File: config.mk
export PLATFORM = sky130hd
export DESIGN_NAME = conflict_set_lock_manager
export DESIGN_NICKNAME = d
export VERILOG_FILES = /design/src/sv/cslm_pkg.sv /design/src/sv/conflict_set_lock_manager.sv
export SDC_FILE = /design/constraint.sdc
export NUM_CORES = 2
export LEC_CHECK = 0
export BUFFER_PORTS_ARGS = -buffer_cell sky130_fd_sc_hd__buf_2
export CORE_MARGIN = 3
export CORE_UTILIZATION = 60
export CTS_CLUSTER_DIAMETER = 150
export DETAILED_ROUTE_END_ITERATION = 7
export PLACE_DENSITY_LB_ADDON = 0.25
export SETUP_SLACK_MARGIN = 0.02
export SYNTH_ARGS = -nofsm -noshare
export SYNTH_HDL_FRONTEND = slang
export SYNTH_SLANG_ARGS = --single-unit
File: constraint.sdc
create_clock -name clk -period 4.9 [get_ports clk]
set_input_delay 1.225 -clock clk [delete_from_list [all_inputs] [get_ports clk]]
set_output_delay 1.225 -clock clk [all_outputs]
set_load 0.01 [all_outputs]
File: src/sv/cslm_pkg.sv
// Package: payload types, error codes and sequencer states for the lock manager.
package cslm_pkg;

    typedef enum logic [1:0] {
        ERR_NONE     = 2'd0,
        ERR_FULL     = 2'd1,
        ERR_UNHELD   = 2'd2,
        ERR_OVERFLOW = 2'd3
    } err_t;

    localparam logic ACT_REQUEST = 1'b0;
    localparam logic ACT_RELEASE = 1'b1;
    localparam int MAX_RESULTS = 32;
    localparam logic [7:0] HOLDER_MAX = 8'd255;

    typedef struct packed {
        logic        action;
        logic [2:0]  lock_index;
        logic [31:0] request_id;
    } in_item_t;

    typedef struct packed {
        logic       grant_valid;
        logic [2:0] granted_lock;
        logic       last;
        logic [1:0] error;
    } out_item_t;

    typedef enum logic [2:0] {
        ST_IDLE,
        ST_HEAD,
        ST_SCAN,
        ST_DECIDE,
        ST_EMIT,
        ST_DONE
    } state_t;

endpackage

File: src/sv/conflict_set_lock_manager.sv
// Top level: conflict-set lock manager with an iterative grant checker.
//
// Channel   Signals                        Handshake
// config    cfg_we, cfg_data               written when cfg_we high
// input     start, busy, in_item           accepted when start & !busy
// result    out_valid, out_item            one cycle per result, no stall
//
// A queued request steps through the head, scan, decide and emit states;
// the scan visits each lock. A release repeats them for each candidate
// lock tried in each retry pass; results leave back to back at the end.
// One shared compare unit visits one lock per cycle during a scan.
// Reset clears holders, queue pointers and the conflict matrix; queue ids
// are undefined until written. Results cannot be stalled.
module conflict_set_lock_manager #(
    parameter int NUM_LOCKS   = 8,
    parameter int QUEUE_DEPTH = 4
) (
    input  logic                  clk,
    input  logic                  rst_n,
    input  logic                  cfg_we,
    input  logic [63:0]           cfg_data,
    input  logic                  start,
    output logic                  busy,
    input  cslm_pkg::in_item_t    in_item,
    output logic                  out_valid,
    output cslm_pkg::out_item_t   out_item
);
    localparam int QW = (QUEUE_DEPTH > 1) ? $clog2(QUEUE_DEPTH) : 1;
    localparam int CW = $clog2(QUEUE_DEPTH + 1);
    localparam int LW = 3;
    localparam int MW = $clog2(NUM_LOCKS * QUEUE_DEPTH);
    localparam int RW = 6;

    logic [63:0]     matrix_reg;
    logic [31:0]     ids_mem [NUM_LOCKS*QUEUE_DEPTH];
    logic [QW-1:0]   head_reg  [NUM_LOCKS];
    logic [CW-1:0]   count_reg [NUM_LOCKS];
    logic [7:0]      holder_reg [NUM_LOCKS];
    logic [LW-1:0]   grant_list [cslm_pkg::MAX_RESULTS];

    cslm_pkg::state_t state_reg, state_next;
    logic            rel_reg;            // release run
    logic [LW-1:0]   base_reg;           // lock requested/released
    logic [LW-1:0]   cand_reg;           // lock under trial
    logic [LW:0]     pos_reg;            // position in retry pass (0 = base)
    logic            progress_reg;
    logic [LW:0]     j_reg;              // scan index
    logic            blocked_reg;
    logic [31:0]     cand_id_reg;
    logic [31:0]     j_id_reg;           // head id of the scanned lock
    logic [1:0]      err_reg;
    logic [RW-1:0]   n_reg;              // grants collected
    logic [RW-1:0]   e_reg;              // results sent

    function automatic logic [MW-1:0] qaddr(logic [LW-1:0] l, logic [QW-1:0] p);
        logic [MW+LW:0] a;
        a = (MW+LW+1)'(l) * (MW+LW+1)'(QUEUE_DEPTH) + (MW+LW+1)'(p);
        return a[MW-1:0];
    endfunction

    // Head id lookup: candidate head, and scan head fetched one lock ahead
    logic [LW-1:0]   jl;
    logic [LW-1:0]   jf;
    logic [MW-1:0]   j_addr, c_addr;
    assign jl = j_reg[LW-1:0];
    assign jf = (state_reg == cslm_pkg::ST_HEAD) ? '0 : LW'(j_reg + 1'b1);
    assign j_addr = qaddr(jf, head_reg[jf]);
    assign c_addr = qaddr(cand_reg, head_reg[cand_reg]);

    // Tail slot of the addressed queue, wrapped by compare and subtract
    logic            in_range;
    logic            q_full;
    logic            acc_write;
    logic [CW:0]     wr_sum;
    logic [QW-1:0]   wr_slot;
    logic [MW-1:0]   wr_addr;
    assign in_range = (32'(in_item.lock_index) < NUM_LOCKS);
    assign q_full = (32'(count_reg[in_item.lock_index]) >= QUEUE_DEPTH);
    assign wr_sum = (CW+1)'(head_reg[in_item.lock_index]) +
                    (CW+1)'(count_reg[in_item.lock_index]);
    assign wr_slot = (wr_sum >= (CW+1)'(QUEUE_DEPTH)) ?
                     QW'(wr_sum - (CW+1)'(QUEUE_DEPTH)) : QW'(wr_sum);
    assign wr_addr = qaddr(in_item.lock_index, wr_slot);
    assign acc_write = (state_reg == cslm_pkg::ST_IDLE) && start && in_range &&
                       (in_item.action == cslm_pkg::ACT_REQUEST) && !q_full;

    logic conf_j;
    assign conf_j = matrix_reg[{cand_reg, jl}] && (32'(jl) < NUM_LOCKS);

    // Next candidate in the retry pass after pos_reg
    logic [LW:0] next_pos;
    logic        next_found;
    always_comb
    begin
        next_pos = LW'(0) + (LW+1)'(NUM_LOCKS);
        next_found = 1'b0;
        for (int k = NUM_LOCKS - 1; k >= 0; k--)
        begin
            if ((k + 1) > int'(pos_reg) && matrix_reg[{base_reg, LW'(k)}])
            begin
                next_pos = (LW+1)'(k + 1);
                next_found = 1'b1;
            end
        end
    end

    logic grant_ok;
    assign grant_ok = !blocked_reg && (count_reg[cand_reg] != '0) &&
                      (holder_reg[cand_reg] < cslm_pkg::HOLDER_MAX);

    // Sequencer next state
    always_comb
    begin
        state_next = state_reg;
        case (state_reg)
            cslm_pkg::ST_IDLE:
                if (start)
                begin
                    if (!in_range)
                        state_next = cslm_pkg::ST_DONE;
                    else if (in_item.action == cslm_pkg::ACT_REQUEST)
                        state_next = q_full ? cslm_pkg::ST_DONE : cslm_pkg::ST_HEAD;
                    else if (holder_reg[in_item.lock_index] == '0)
                        state_next = cslm_pkg::ST_DONE;
                    else
                        state_next = cslm_pkg::ST_HEAD;
                end
            cslm_pkg::ST_HEAD:   state_next = cslm_pkg::ST_SCAN;
            cslm_pkg::ST_SCAN:
                if (32'(j_reg) == NUM_LOCKS - 1) state_next = cslm_pkg::ST_DECIDE;
            cslm_pkg::ST_DECIDE: state_next = cslm_pkg::ST_EMIT;
            cslm_pkg::ST_EMIT:
                if (!rel_reg || 32'(n_reg) >= cslm_pkg::MAX_RESULTS)
                    state_next = cslm_pkg::ST_DONE;
                else if (next_found || progress_reg)
                    state_next = cslm_pkg::ST_HEAD;
                else
                    state_next = cslm_pkg::ST_DONE;
            cslm_pkg::ST_DONE:
                if (n_reg == '0 || e_reg == n_reg - 1'b1)
                    state_next = cslm_pkg::ST_IDLE;
            default:             state_next = cslm_pkg::ST_IDLE;
        endcase
    end

    assign busy = (state_reg != cslm_pkg::ST_IDLE);

    // Queue id store, head id reads and grant list
    always_ff @(posedge clk)
    begin
        if (acc_write)
            ids_mem[wr_addr] <= in_item.request_id;
        if (state_reg == cslm_pkg::ST_HEAD)
            cand_id_reg <= ids_mem[c_addr];
        j_id_reg <= ids_mem[j_addr];
        if (state_reg == cslm_pkg::ST_DECIDE && grant_ok)
            grant_list[n_reg[4:0]] <= cand_reg;
    end

    // Sequencer registers and state update
    always_ff @(posedge clk or negedge rst_n)
    begin
        if (!rst_n)
        begin
            state_reg <= cslm_pkg::ST_IDLE;
            matrix_reg <= '0;
            for (int i = 0; i < NUM_LOCKS; i++)
            begin
                head_reg[i] <= '0;
                count_reg[i] <= '0;
                holder_reg[i] <= '0;
            end
            out_valid <= 1'b0;
            out_item <= '0;
            rel_reg <= 1'b0;
            base_reg <= '0;
            cand_reg <= '0;
            pos_reg <= '0;
            progress_reg <= 1'b0;
            j_reg <= '0;
            blocked_reg <= 1'b0;
            err_reg <= '0;
            n_reg <= '0;
            e_reg <= '0;
        end
        else
        begin
            out_valid <= 1'b0;
            if (cfg_we) matrix_reg <= cfg_data;
            state_reg <= state_next;
            case (state_reg)
                cslm_pkg::ST_IDLE:
                begin
                    if (start)
                    begin
                        rel_reg <= in_item.action;
                        base_reg <= in_item.lock_index;
                        cand_reg <= in_item.lock_index;
                        pos_reg <= '0;
                        progress_reg <= 1'b0;
                        err_reg <= cslm_pkg::ERR_NONE;
                        n_reg <= '0;
                        e_reg <= '0;
                        if (!in_range)
                            ;
                        else if (in_item.action == cslm_pkg::ACT_REQUEST)
                        begin
                            if (q_full)
                                err_reg <= cslm_pkg::ERR_FULL;
                            else
                                count_reg[in_item.lock_index] <=
                                    count_reg[in_item.lock_index] + 1'b1;
                        end
                        else if (holder_reg[in_item.lock_index] == '0)
                            err_reg <= cslm_pkg::ERR_UNHELD;
                        else
                            holder_reg[in_item.lock_index] <=
                                holder_reg[in_item.lock_index] - 1'b1;
                    end
                end
                cslm_pkg::ST_HEAD:
                begin
                    // start the scan at lock 0
                    blocked_reg <= 1'b0;
                    j_reg <= '0;
                end
                cslm_pkg::ST_SCAN:
                begin
                    // shared compare: one lock per cycle
                    if (conf_j && ((holder_reg[jl] != '0) ||
                        (count_reg[jl] != '0 && j_id_reg < cand_id_reg)))
                        blocked_reg <= 1'b1;
                    j_reg <= j_reg + 1'b1;
                end
                cslm_pkg::ST_DECIDE:
                begin
                    if (!blocked_reg && count_reg[cand_reg] != '0 && !grant_ok)
                        err_reg <= cslm_pkg::ERR_OVERFLOW;
                    if (grant_ok)
                    begin
                        head_reg[cand_reg] <=
                            (32'(head_reg[cand_reg]) == QUEUE_DEPTH - 1) ?
                            '0 : head_reg[cand_reg] + 1'b1;
                        count_reg[cand_reg] <= count_reg[cand_reg] - 1'b1;
                        holder_reg[cand_reg] <= holder_reg[cand_reg] + 1'b1;
                        progress_reg <= 1'b1;
                        n_reg <= n_reg + 1'b1;
                    end
                end
                cslm_pkg::ST_EMIT:
                begin
                    // advance to next candidate, start a new pass, or end the run
                    if (!rel_reg || 32'(n_reg) >= cslm_pkg::MAX_RESULTS)
                        ;
                    else if (next_found)
                    begin
                        pos_reg <= next_pos;
                        cand_reg <= LW'(next_pos - 1'b1);
                    end
                    else if (progress_reg)
                    begin
                        progress_reg <= 1'b0;
                        pos_reg <= '0;
                        cand_reg <= base_reg;
                    end
                end
                cslm_pkg::ST_DONE:
                begin
                    // send collected grants, or one empty result
                    out_valid <= 1'b1;
                    if (n_reg == '0)
                        out_item <= '{1'b0, 3'd0, 1'b1, err_reg};
                    else
                    begin
                        out_item <= '{1'b1, grant_list[e_reg[4:0]],
                                      (e_reg == n_reg - 1'b1), err_reg};
                        e_reg <= e_reg + 1'b1;
                    end
                end
                default: ;
            endcase
        end
    end

    // A result is only shown while a run is in progress
    assert property (@(posedge clk) disable iff (!rst_n) out_valid |-> $past(busy))
        else $error("result outside a run");
    // No more than the result limit per run
    assert property (@(posedge clk) disable iff (!rst_n)
        busy |-> (32'(n_reg) <= cslm_pkg::MAX_RESULTS))
        else $error("grant limit exceeded");
    // The final result always closes the run
    assert property (@(posedge clk) disable iff (!rst_n)
        (out_valid && out_item.last) |-> !busy)
        else $error("last result without run end");
endmodule

==> results.py <==
metrics = {
    "cells_and_area": {
        "fill_cells": 7654,
        "largest_reg_flops": 1024,
        "final_core_util_pct": 68.8,
        "area_growth_syn_to_layout_pct": 13.1,
        "design_area_um2": 76600,
        "largest-register": "ids_mem",
        "nets": 6107,
        "drive_gt1_share_pct": 14.3,
    },
    "clock_network": {
        "cts_buffers": 146,
        "hold_buffers": 0,
        "cts_tree": "built",
        "clk_pin_slew_ps": 60,
        "insertion_delay_ps": 770,
        "cts-resized-gates": 0,
        "cts_setup_buffers": 0,
        "clockBufferDepth": 3,
        "ctsRootBufferMaster": "clkbuf_16",
        "cts_sinks": 1394,
        "cts_max_level": 4,
    },
    "critical_path": {
        "r2r_cells": 10,
        "r2r-start": "cand_reg[2]",
        "cp_top_family": "compound AO/OA/AOI/OAI gates",
        "path_cells": "and2_1, a22oi_1, o221a_4, buf_12, and2_1, a211oi_1, a31oi_1, a2111oi_0, buf_4, nand4_1",
        "cp_common_cell": "and2_1",
        "critPathSlowestCell": "a2111oi_0",
        "r2r_slack_ps": 270,
        "endpoint_kind": "flip-flop",
        "cp_slowest_stage_delay_ps": 970,
        "critPathKind": "flip-flop to flip-flop",
        "crit_fanout": 28,
        "startpoint_type": "flip-flop",
        "required_ps": 5390,
        "path_buf_inv": 2,
        "r2r_end": "cand_id_reg[24]",
        "cp.arrival_ps": 5120,
    },
    "job": {
        "maxCapViolations": 0,
    },
    "synthesis": {
        "seq_area_frac_synth_pct": 59.8,
        "yosysUniqueCellTypes": 84,
        "syn_area_per_cell_um2": 11.5,
        "synth-edff-count": 1152,
        "synthArstFlopShare_pct": 15.1,
        "syn_nets": 6016,
        "synth_ff_type": "edfxtp_1",
        "synth_cells": 5868,
        "yosys_warnings": 0,
        "synth_area_um2": 67700,
        "ys_ff_latch": 1394,
    },
    "power_and_ir_drop": {
        "peakVddDrop_mv": 0.361,
        "powerDensity_nw_per_um2": 320,
        "p_leak_nw": 26.7,
    },
    "floorplan": {
        "dieArea_um2": 117000,
        "initial_core_util_pct": 60.9,
        "num_rows": 122,
        "die_y_um": 342,
        "core_um2": 111000,
        "io_pins": 113,
        "die_width_um": 342,
    },
    "grt": {
        "grt_overflow": 0,
        "track_usage_pct": 38.2,
        "grt_pass1_vias": 51759,
        "grt_pass1_wl_um": 331000,
        "antenna_found_initial": 10,
        "grt_max_degree": 102,
    },
    "detailed_routing": {
        "wl_per_cell_um": 29.7,
        "ant_nets": 0,
        "drc": 0,
        "drt_pass1_iterations": 7,
        "via_per_inst": 7.07,
        "via_count": 53569,
        "drt_wl_total_um": 225000,
        "drt-initial-drc-count": 7954,
    },
    "sta": {
        "timing.final.crit_share_pct": 94.4,
        "hold_viol": 0,
        "fin_ws_ps": 273,
        "rsz0062_at_grt": "false",
        "min_period_ps": 4630,
        "slew_headroom_pct": 19.9,
        "fmax_mhz": 216,
        "clock-skew-final_ps": 31.1,
        "whs_ps": 471,
        "setup_viol": 0,
        "finalMaxSlewViolations": 0,
        "worstMarginPinSlew_ps": 1200,
    },
    "place": {
        "gp_congestion": 1.01,
        "placed_area_um2": 71800,
        "pre_cts_slack_ps": 316,
        "io_buffers": 112,
        "dp_hpwl_um": 144000,
    },
    "status": {
        "status": "completed",
    },
    "worst_hold_path": {
        "hp-class": "flip-flop to flip-flop",
        "worstHoldStart": "out_item[1]",
        "hold_end": "out_item[1]",
        "hold_depth": 2,
    },
}
[worst max-delay path by stage]
stage                            from         endpoint  slack [ps]  cells past startpoint
after global placement    in_item[34]   holder_reg[31]         340                     11
after floorplan           in_item[32]   ids_mem[10][0]        -490                     12
after detailed placement  in_item[34]   holder_reg[31]         320                     11
final                     cand_reg[2]  cand_id_reg[24]         270                     10
after CTS                 cand_reg[2]  cand_id_reg[24]         470                     10
after global routing      cand_reg[2]  cand_id_reg[24]         290                     10
[tightest hold or removal path, stage by stage, from the launching register on]
cell and delay (ps):
dfrtp_1 340, nand2_1 50, nand2_1 50
[area by class of cell]
type	instances	area (um^2)	share of cell area [%]
inverters	62	235	0.307
multi-input cells	3956	25400	33.2
diodes	8	20.0	0.0261
clock buffers	205	4060	5.30
repair buffers	399	3800	4.96
well taps	1488	1860	2.43
flip-flops and latches	1394	40500	52.9
clock inverters	67	692	0.903
[synth_stat cells, types with 32 or more instances]
library cell	n	area [um^2]
nand2_1	1299	4880
edfxtp_1	1152	34600
a211oi_1	362	2720
and2_1	282	1760
a31oi_1	270	1690
nand3_1	270	1350
clkbuf_1	261	980
mux2i_1	222	2220
dfrtp_1	210	5260
nor2_1	148	556
buf_2	122	611
o22ai_1	111	694
a32oi_1	96	841
mux2_2	94	1060
a22o_1	87	762
mux4_2	81	1820
nor4_1	64	400
a22oi_1	63	473
o21ai_0	62	310
inv_1	57	214
o211ai_1	53	398
buf_1	50	188
a21oi_1	44	220
ha_1	44	551
dfxtp_1	32	641
[placed cells by master, fill, tap and decap left out, drive strengths merged, types with 10 or more instances in the layout]
cell type and n:
o21ai 71, a22o 87, nor2b 19, buf 398, inv 66, dfrtp 210
a32oi 96, a22oi 63, o211ai 53, a211oi 362, nand3 271, bufinv 11
a21o 10, o22ai 111, a221oi 11, mux4 81, clkinv 49, and2 284
ha 44, mux2 94, edfxtp 1152, nor3 28, nand2b 19, a31oi 270
nor4 65, a2111oi 27, a311oi 20, xnor2 16, nand2 1300, xor2 16
nor2 148, dfxtp 32, mux2i 222, nand4 31, clkbuf 206, a21oi 45
[through the flow]
stage | std cells | total power, mW | TNS [ps]
after global routing | 7577 | 25.1 | 0
after detailed placement | 7299 | 13.7 | 0
after floorplan | 5868 | 13.4 | -333530
after CTS | 7571 | 24.5 | 0
after global placement | 7299 | 13.7 | 0
final | 7579 | 24.5 | 0
[layer usage]
metal,GRT usage [%],routed length (um)
met5,0,8
met4,20.5,13400
met2,56.7,99500
met3,11.2,32000
met1,51.0,80500
[cell families (layout without fill, tap and decap cells)]
kind of cell	after synthesis	after routing	synth area share (%)
AO/OA/AOI/OAI	1264	1264	13.5
XOR/XNOR	32	32	0.425
adder cells (fa/ha/maj)	44	44	0.813
buffers and inverters	518	733	3.24
flip-flops	1394	1394	59.8
multiplexers	397	397	7.54
other	0	8	0
AND/OR/NAND/NOR	2219	2219	14.7
[power breakdown]
part	internal, mW	switching [mW]	leakage, nW	total, mW
registers	12.9	0.0458	13.0	12.9
clock network	6.40	4.65	2.31	11.1
logic	0.175	0.351	11.4	0.526
Power figures use the tool's default switching activity.
